<file path="src/hw/rtl/sws_pkg.sv">
`timescale 1ns / 1ps
`default_nettype none

package sws_pkg;

  // storage geometry
  localparam int DEPTH      = 256;
  localparam int DATA_BITS  = 32;
  localparam int ADDR_BITS  = (DEPTH > 1) ? $clog2(DEPTH) : 1;
  localparam int COUNT_BITS = $clog2(DEPTH + 1);

  // transaction field widths
  localparam int OPCODE_W   = 2;
  localparam int VALUE_W    = 32;
  localparam int INDEX_W    = 8;
  localparam int DATA_W     = 32;
  localparam int POSITION_W = 8;
  localparam int COUNT_W    = 9;
  localparam int STATUS_W   = 2;

  // common width for comparing a requested index against the fill count
  localparam int IDX_CMP_BITS = (COUNT_BITS > INDEX_W) ? COUNT_BITS : INDEX_W;

  // operation codes
  localparam logic [OPCODE_W-1:0] OP_PUSH   = 2'd0;
  localparam logic [OPCODE_W-1:0] OP_POP    = 2'd1;
  localparam logic [OPCODE_W-1:0] OP_READ   = 2'd2;
  localparam logic [OPCODE_W-1:0] OP_SEARCH = 2'd3;

  // status codes
  localparam logic [STATUS_W-1:0] STAT_OK    = 2'd0;
  localparam logic [STATUS_W-1:0] STAT_MISS  = 2'd1;
  localparam logic [STATUS_W-1:0] STAT_FULL  = 2'd2;
  localparam logic [STATUS_W-1:0] STAT_EMPTY = 2'd3;

  typedef enum logic [1:0] {
    S_IDLE,
    S_FETCH,
    S_SCAN,
    S_FINISH
  } state_t;

  // one access cycle of the entry memory
  typedef struct packed {
    logic                 we;
    logic [ADDR_BITS-1:0] waddr;
    logic [DATA_BITS-1:0] wdata;
    logic                 re;
    logic [ADDR_BITS-1:0] raddr;
  } mem_req_t;

  // one finished result
  typedef struct packed {
    logic signed [DATA_W-1:0] data;
    logic [POSITION_W-1:0]    position;
    logic [COUNT_W-1:0]       count;
    logic [STATUS_W-1:0]      status;
  } res_t;

endpackage

`default_nettype wire

</file>
<file path="src/hw/rtl/sws_ctrl.sv">
`timescale 1ns / 1ps
`default_nettype none

module sws_ctrl (
  input  wire logic                                  clk,
  input  wire logic                                  rst,
  input  wire logic                                  in_valid,
  output logic                                       in_ready,
  input  wire logic [sws_pkg::OPCODE_W-1:0]          opcode,
  input  wire logic signed [sws_pkg::VALUE_W-1:0]    value,
  input  wire logic [sws_pkg::INDEX_W-1:0]           index,
  output sws_pkg::mem_req_t                          mem_req,
  input  wire logic [sws_pkg::DATA_BITS-1:0]         rdata,
  output logic                                       res_valid,
  input  wire logic                                  res_ready,
  output sws_pkg::res_t                              res
);

  sws_pkg::state_t state, state_next;

  logic [sws_pkg::COUNT_BITS-1:0] fill;
  logic [sws_pkg::COUNT_BITS-1:0] fill_dec;
  logic [sws_pkg::DATA_BITS-1:0]  key;
  logic [sws_pkg::ADDR_BITS-1:0]  scan_idx;
  logic [sws_pkg::ADDR_BITS-1:0]  scan_inc;
  logic signed [sws_pkg::DATA_W-1:0]    res_data;
  logic [sws_pkg::POSITION_W-1:0] res_pos;
  logic [sws_pkg::STATUS_W-1:0]   res_status;

  logic accept;
  logic full;
  logic empty;
  logic idx_hit;
  logic scan_last;
  logic match;

  assign accept    = in_valid && in_ready;
  assign full      = (fill == sws_pkg::COUNT_BITS'(sws_pkg::DEPTH));
  assign empty     = (fill == '0);
  assign fill_dec  = fill - sws_pkg::COUNT_BITS'(1);
  assign idx_hit   = (sws_pkg::IDX_CMP_BITS'(index) < sws_pkg::IDX_CMP_BITS'(fill));
  assign scan_inc  = scan_idx + sws_pkg::ADDR_BITS'(1);
  assign scan_last = ((sws_pkg::COUNT_BITS'(scan_idx) + sws_pkg::COUNT_BITS'(1)) == fill);
  assign match     = (rdata == key);

  always_ff @(posedge clk) begin
    if (rst) begin
      state <= sws_pkg::S_IDLE;
    end else begin
      state <= state_next;
    end
  end

  always_comb begin
    state_next    = state;
    in_ready      = 1'b0;
    res_valid     = 1'b0;
    mem_req.we    = 1'b0;
    mem_req.waddr = fill[sws_pkg::ADDR_BITS-1:0];
    mem_req.wdata = sws_pkg::DATA_BITS'(value);
    mem_req.re    = 1'b0;
    mem_req.raddr = '0;
    case (state)
      sws_pkg::S_IDLE: begin
        in_ready = 1'b1;
        if (in_valid) begin
          state_next = sws_pkg::S_FINISH;
          case (opcode)
            sws_pkg::OP_PUSH: begin
              mem_req.we = !full;
            end
            sws_pkg::OP_POP: begin
              if (!empty) begin
                mem_req.re    = 1'b1;
                mem_req.raddr = fill_dec[sws_pkg::ADDR_BITS-1:0];
                state_next    = sws_pkg::S_FETCH;
              end
            end
            sws_pkg::OP_READ: begin
              if (idx_hit) begin
                mem_req.re    = 1'b1;
                mem_req.raddr = sws_pkg::ADDR_BITS'(index);
                state_next    = sws_pkg::S_FETCH;
              end
            end
            default: begin
              if (!empty) begin
                mem_req.re = 1'b1;
                state_next = sws_pkg::S_SCAN;
              end
            end
          endcase
        end
      end
      sws_pkg::S_FETCH: begin
        state_next = sws_pkg::S_FINISH;
      end
      sws_pkg::S_SCAN: begin
        if (match || scan_last) begin
          state_next = sws_pkg::S_FINISH;
        end else begin
          mem_req.re    = 1'b1;
          mem_req.raddr = scan_inc;
        end
      end
      sws_pkg::S_FINISH: begin
        res_valid = 1'b1;
        if (res_ready) begin
          state_next = sws_pkg::S_IDLE;
        end
      end
      default: begin
        state_next = sws_pkg::S_IDLE;
      end
    endcase
  end

  // fill count moves at acceptance, in the same cycle as the memory write or read request
  always_ff @(posedge clk) begin
    if (rst) begin
      fill <= '0;
    end else if (accept) begin
      if (opcode == sws_pkg::OP_PUSH && !full) begin
        fill <= fill + sws_pkg::COUNT_BITS'(1);
      end else if (opcode == sws_pkg::OP_POP && !empty) begin
        fill <= fill_dec;
      end
    end
  end

  always_ff @(posedge clk) begin
    if (accept) begin
      key      <= sws_pkg::DATA_BITS'(value);
      res_data <= '0;
      res_pos  <= '0;
      scan_idx <= '0;
      case (opcode)
        sws_pkg::OP_PUSH:   res_status <= full ? sws_pkg::STAT_FULL : sws_pkg::STAT_OK;
        sws_pkg::OP_POP:    res_status <= empty ? sws_pkg::STAT_EMPTY : sws_pkg::STAT_OK;
        sws_pkg::OP_READ:   res_status <= idx_hit ? sws_pkg::STAT_OK : sws_pkg::STAT_MISS;
        default:            res_status <= sws_pkg::STAT_MISS;
      endcase
    end else if (state == sws_pkg::S_FETCH) begin
      res_data <= sws_pkg::DATA_W'($signed(rdata));
    end else if (state == sws_pkg::S_SCAN) begin
      scan_idx <= scan_inc;
      if (match) begin
        res_status <= sws_pkg::STAT_OK;
        res_pos    <= sws_pkg::POSITION_W'(scan_idx);
      end
    end
  end

  assign res.data     = res_data;
  assign res.position = res_pos;
  assign res.count    = sws_pkg::COUNT_W'(fill);
  assign res.status   = res_status;

endmodule

`default_nettype wire

</file>
<file path="config.mk">
export PLATFORM = sky130hd
export DESIGN_NAME = sws_ctrl
export DESIGN_NICKNAME = d
export VERILOG_FILES = /design/src/hw/rtl/sws_pkg.sv /design/src/hw/rtl/sws_ctrl.sv
export SDC_FILE = /design/constraint.sdc
export NUM_CORES = 1
export LEC_CHECK = 0
export BUFFER_PORTS_ARGS = -buffer_cell sky130_fd_sc_hd__buf_2
export CORE_MARGIN = 2
export CORE_UTILIZATION = 45
export CTS_CLUSTER_SIZE = 20
export DETAILED_ROUTE_END_ITERATION = 7
export PLACE_DENSITY = 0.76
export SYNTH_ARGS = -nofsm -noshare
export SYNTH_HDL_FRONTEND = slang
export SYNTH_SLANG_ARGS = --single-unit
export TNS_END_PERCENT = 5
</file>
<file path="constraint.sdc">
create_clock -name clk -period 2.5 [get_ports clk]
set_clock_uncertainty 0.05 [all_clocks]
set_input_delay 0.125 -clock clk [delete_from_list [all_inputs] [get_ports clk]]
set_output_delay 0.125 -clock clk [all_outputs]
set_load 0.005 [all_outputs]
</file>
==> results.ini, run 1 <==
[sta]
fin_hold_ws_ps = 5.63
fin_tns_setup_ps = -968
post-route-period-util = 1.05
min_period_ps = 2630
finalSetupViolCount = 11
hold_viol = 0
layout_setup_ws_ps = -134
fmax_ghz = 0.380
tightest_slew_ps = 648
slew_headroom = 0.568
rsz0062_at_grt = true
drv_slew = 0

[final_layout]
utilization = 0.623
n_antenna_cell = 0
drive_above_1_share = 0.366
stdcell_count = 855
area_growth_pct = 34.0
fin_nets = 806

[logic_synthesis]
yosys-top-cells-count = nor2_1, dfxtp_1, xnor2_1
synthArstFlopShare = 0
synthCells = 515
syn_nets = 611
yosysMostFrequentCell = nor2_1
ys.flop_type = dfxtp_1
yosysTopAreaCell = dfxtp_1
synth_edf_count = 34
ys_top_cells_by_area = dfxtp_1, edfxtp_1, mux2i_1, xnor2_1, buf_4
syn_avg_cell_area_um2 = 9.86
synth_area_um2 = 5080
yosysSeqAreaShare = 0.434
synth_seq_cells = 93
synth_top_cell_area_share = 0.233
synth.distinct_cells = 52
ys_warn_count = 0

[clocking]
htree_levels = 3
cts_tree = done
clockBufferDepth = 2
cts-root-buf = clkbuf_16
insertion_delay_ps = 340
path_clk_slew_ps = 60
cts_made_buffers = 9
cts.sinks = 93

[detailed_routing]
final_antenna_net_count = 0
drtIter0Drc = 200
viasPerCell = 5.27
vias = 4507
drt_pass1_iterations = 5
post_drt_wl_per_cell_um = 16.8
finalWirelength_mm = 14.3
drc = 0

[grt]
groute.usage.overall = 0.240
grt_pass1_vias = 4500
grt_pass1_wl_mm = 22.3
grt_antenna_before_repair = 0
overflow = 0
grt_max_degree = 57

[worst_setup_path]
critPathCaptureType = output pin
startpoint = scan_idx[0]$_SDFFE_PP0P_
reg2regPathDepth = 8
r2r-end = fill[7]$_SDFFE_PP0P_
r2r_slack_ps = -40
crit_end = mem_req[1]
crit_required_ps = 2330
start_kind = register
crit_arrival_ps = 2460
path_class = reg -> out
reg2reg_from = fill[0]$_SDFFE_PP0P_
path_max_fanout = 8

[worst_hold_path]
hold_path.class = in -> reg

[die]
die_width_um = 110
std_cell_rows = 38
design.portCount = 181
die_area_um2 = 12200
die_h_um = 110
initial_core_util = 0.464
coreArea_um2 = 10900

[placement]
place_hpwl_mm = 10.1
io_buffers = 180
gp_congestion = 0.936
dp.cells = 798

[pwr]
p_total_uw = 6320
power.density_nw_per_um2 = 928
p_leak_uw = 0.00297
vdd_ir_drop_max_mv = 0.546

[status]
status = finished with violations
violations = negative setup slack

[flow_run]
maxCapViolCount = 0

==> layer usage <==
metal,global-route usage,wire length [um],share of wire,vias up
met3,0.0611,1070,0.074,22
met4,0.0893,225,0.016,0
li1,-,-,-,2151
met2,0.429,7300,0.51,207
met1,0.275,5740,0.40,2127
met5,0,0,0,-
==> flip-flops by register name, indices dropped and copies added (netlist names) <==
signal and flops:
fill 9, key 32, res_data 32, res_pos 8, res_status 2, scan_idx 8, state 2
==> where the power goes <==
part | total, uW | internal (uW) | switching, uW
logic | 2510 | 1180 | 1330
clock network | 1480 | 887 | 595
registers | 2320 | 2060 | 265
total | 6320 | 4120 | 2190
==> worst min-delay path by stage <==
stage                   start                        end  slack (ps)  cells past startpoint
floorplan            value[0]           key[0]$_DFFE_PP_         170                      0
global placement     value[2]           key[2]$_DFFE_PP_         260                      1
detailed placement  value[28]          key[28]$_DFFE_PP_         270                      1
CTS                 rdata[13]  res_data[13]$_SDFFE_PP0P_         0.2                      3
global route         rdata[7]   res_data[7]$_SDFFE_PP0P_          10                      3
finish              rdata[13]  res_data[13]$_SDFFE_PP0P_           6                      3
==> critical path: stages, from the launching register on <==
cell	delay, ps
dfxtp_2	340
ha_4	250
xor2_1	180
a211oi_2	200
o221ai_1	150
or4_4	430
o211ai_2	190
buf_6	150
o22ai_1	90
buf_2	150
==> timing repair <==
action                     4_1_cts  5_1_grt
hold buffers                    39        0
setup endpoints to repair       11       27
gates cloned                     0        0
hold endpoints to repair        39        0
pin swaps                        3        0
gates resized for setup         18        8
setup buffers                    2        0
==> per-stage QoR <==
step,area [um2],setup slack [ps]
after global placement,5980,38.7
after detailed placement,5980,-160
after floorplan,5080,59.4
final,6810,-134
after global routing,6810,-227
after CTS,6780,-115
==> cell families (layout without fill, tap and decap cells) <==
| group | after synthesis | after routing | synth area share |
|---|---|---|---|
| AND/OR/NAND/NOR | 136 | 136 | 0.132 |
| flip-flops | 93 | 93 | 0.434 |
| buffers and inverters | 91 | 291 | 0.101 |
| AO/OA/AOI/OAI | 71 | 71 | 0.0944 |
| XOR/XNOR | 59 | 59 | 0.102 |
| multiplexers | 47 | 47 | 0.0929 |
| adder cells (fa/ha/maj) | 18 | 18 | 0.0443 |
==> cell usage in the layout, fill, tap and decap left out, types with 3 or more instances in the layout <==
| cell type | instances |
|---|---|
| nand2_1 | 17 |
| a311oi_1 | 3 |
| nand3_1 | 7 |
| buf_2 | 180 |
| o22ai_1 | 10 |
| dlygate4sd3_1 | 39 |
| edfxtp_1 | 34 |
| nor4_1 | 4 |
| dfxtp_1 | 52 |
| a21oi_1 | 12 |
| inv_1 | 19 |
| xor2_1 | 10 |
| ha_1 | 16 |
| xnor2_1 | 47 |
| nand4_1 | 10 |
| mux2i_1 | 46 |
| and3_1 | 7 |
| clkbuf_16 | 9 |
| a22oi_1 | 7 |
| a211oi_1 | 3 |
| dfxtp_2 | 7 |
| nor2b_1 | 3 |
| nor3_1 | 9 |
| nor2_1 | 62 |
| or3_1 | 3 |
| buf_4 | 33 |
| o21ai_0 | 10 |
==> final cells by class <==
cell class                      count  area (um2)
Fill cell                         876        4130
Clock buffer                       10         229
Inverter                           21        78.8
Clock inverter                      6        96.3
Multi-Input combinational cell    331        2450
Timing Repair Buffer              254        1570
Sequential cell                    93        2210
Tap cell                          140         175
(Power assumes the default switching activity.)
==> run 2, diff against run 1 <==
--- a/config.mk
+++ b/config.mk
@@ -6,7 +6,6 @@
 export NUM_CORES = 1
 export LEC_CHECK = 0
 export BUFFER_PORTS_ARGS = -buffer_cell sky130_fd_sc_hd__buf_2
-export CORE_MARGIN = 2
 export CORE_UTILIZATION = 45
 export CTS_CLUSTER_SIZE = 20
 export DETAILED_ROUTE_END_ITERATION = 7
==> results.ini, run 2 (same netlist as run 1, synthesis figures left out) <==
[final_layout]
n_antenna_cell = 0  ; unchanged
reg.largest.list = key x32, res_data x32, fill x9  ; unchanged
final_common_cell = buf_2  ; unchanged
final_cell_area_um2 = 6760  ; was 6810 um2
area_growth_pct = 33.2  ; was 34.0%
drive_above_1_share = 0.351  ; was 0.366
fin_nets = 806  ; unchanged
final_cell_mix = buf_2, nor2_1, dfxtp_1, xnor2_1, mux2i_1  ; unchanged

[detailed_routing]
vias = 4488  ; was 4507
viasPerCell = 5.25  ; was 5.27
final_antenna_net_count = 0  ; unchanged
finalWirelength_mm = 14.5  ; was 14.3 mm
post_drt_wl_per_cell_um = 16.9  ; was 16.8 um
drc = 0  ; unchanged
drtIter0Drc = 251  ; was 200
drt_pass1_iterations = 5  ; unchanged

[sta]
layout_setup_ws_ps = -181  ; was -134 ps
finalSetupViolCount = 9  ; was 11
hold_viol = 0  ; unchanged
min_period_ps = 2680  ; was 2630 ps
post-route-period-util = 1.07  ; was 1.05
fmax_ghz = 0.373  ; was 0.380 GHz
slew_headroom = 0.567  ; was 0.568
rsz0062_at_grt = true  ; unchanged
fin_tns_setup_ps = -1540  ; was -968 ps
drv_slew = 0  ; unchanged
tightest_slew_ps = 650  ; was 648 ps

[grt]
overflow = 0  ; unchanged
top_usage_layer = met2  ; unchanged
grt_pass1_wl_mm = 22.1  ; was 22.3 mm
grt_pass1_vias = 4464  ; was 4500
use_met3 = 0.0645  ; was 0.0611
grt_max_degree = 81  ; was 57
use_met1 = 0.272  ; was 0.275
groute.usage.overall = 0.249  ; was 0.240
use_met2 = 0.466  ; was 0.429
grt_antenna_before_repair = 0  ; unchanged

[pwr]
vdd_ir_drop_max_mv = 0.675  ; was 0.546 mV
p_leak_uw = 0.00295  ; was 0.00297 uW
power.density_nw_per_um2 = 921  ; was 928 nW/um2
p_total_uw = 6230  ; was 6320 uW

[worst_hold_path]
hold_path.class = in -> reg  ; unchanged

[status]
violations = negative setup slack  ; unchanged
status = finished with violations  ; unchanged

[clocking]
path_clk_slew_ps = 70  ; was 60 ps
cts_tree = done  ; unchanged
cts.sinks = 93  ; unchanged
cts-root-buf = clkbuf_16  ; unchanged
cts_made_buffers = 9  ; unchanged
htree_levels = 3  ; unchanged
insertion_delay_ps = 350  ; was 340 ps
clockBufferDepth = 2  ; unchanged

[placement]
gp_congestion = 0.938  ; was 0.936
place_hpwl_mm = 10.0  ; was 10.1 mm
io_buffers = 180  ; unchanged
place_area_um2 = 6000  ; was 5980 um2
place_ws_ps = 8.00  ; was -160 ps

[worst_setup_path]
crit_required_ps = 2330  ; about the same
path_cells = ha_4, xor2_1, a211oi_1, o221ai_1, or4_4, o211ai_4, buf_6, o22ai_1, buf_2  ; was ha_4, xor2_1, a211oi_2, o221ai_1, or4_4, o211ai_2, buf_6, o22ai_1, buf_2
critical_path.slowest_cell = or4_4  ; unchanged
path_class = reg -> out  ; unchanged
max_stage_delay_ps = 440  ; was 430 ps
start_kind = register  ; unchanged
critPathCaptureType = output pin  ; unchanged
path_max_fanout = 5  ; was 8
crit_arrival_ps = 2510  ; was 2460 ps

[die]
design.portCount = 181  ; unchanged
coreArea_um2 = 10900  ; unchanged
die_area_um2 = 11700  ; was 12200 um2
std_cell_rows = 38  ; unchanged
die_width_um = 108  ; was 110 um
die_h_um = 108  ; was 110 um
initial_core_util = 0.464  ; unchanged

[flow_run]
maxCapViolCount = 0  ; unchanged

[run 2: cell types whose count changed in the layout (fill, tap and decap cells not counted), moves of 2 or more]
cell     before  now
dfxtp_1      52   54
o21ai_1       1    3
dfxtp_2       7    5
buf_4        33   31
[run 2: power breakdown]
part	switching, uW	total, uW	internal [uW]	leakage (uW)
logic	1370	2550	1180	0.00199
registers	259	2320	2060	0.000807
clock network	584	1360	778	0.000147
total	2210	6230	4020	0.00295
[run 2: what timing repair did]
action	4_1_cts	5_1_grt
hold buffers	39	0
endpoints found under the setup margin	9	20
buffers inserted	0	1
gates cloned	1	0
pin swaps	1	1
endpoints found under the hold margin	39	0
gates resized for setup	10	8
[run 2: through the flow]
step / std cells / utilization / hold WS [ps]
2_1_floorplan: 515 / - / 174
3_3_place_gp: 798 / 0.548 / 263
3_5_place_dp: 798 / 0.548 / 266
4_1_cts: 854 / 0.616 / 0.953
5_1_grt: 855 / 0.619 / 11.3
6_report: 855 / 0.619 / 8.01
[run 2: path summary, 6_finish.rpt]
path                                               start                        end  slack [ps]  cells after the start
worst max-delay path            scan_idx[0]$_SDFFE_PP0P_                 mem_req[4]        -180                      9
worst min-delay path                           rdata[16]  res_data[16]$_SDFFE_PP0P_           8                      3
worst max register to register  scan_idx[0]$_SDFFE_PP0P_      state[1]$_SDFFE_PP0P_          50                      8
worst min register to register  res_data[6]$_SDFFE_PP0P_   res_data[6]$_SDFFE_PP0P_         450                      2
[run 2: final cells by class]
| class | instances | area, um2 |
|---|---|---|
| clock inverter | 7 | 73.8 |
| multi-input combinational | 331 | 2420 |
| timing repair buffer | 254 | 1590 |
| fill | 877 | 4170 |
| inverter | 21 | 78.8 |
| tap | 140 | 175 |
| clock buffer | 9 | 225 |
| sequential | 93 | 2210 |
[run 2: worst max-delay path: cells and delay by family, from the launching register on]
family          cells  cell delay [ps]
compound gates      4              660
xor+xnor            1              170
fa+ha+maj           1              250
buf+inv             2              310
flops               1              340
simple gates        1              440
[run 2: routing by layer]
metal	vias to the layer above	part of all wire
met5	-	0
met4	0	0.014
met3	18	0.071
met2	194	0.53
met1	2122	0.39
li1	2154	-
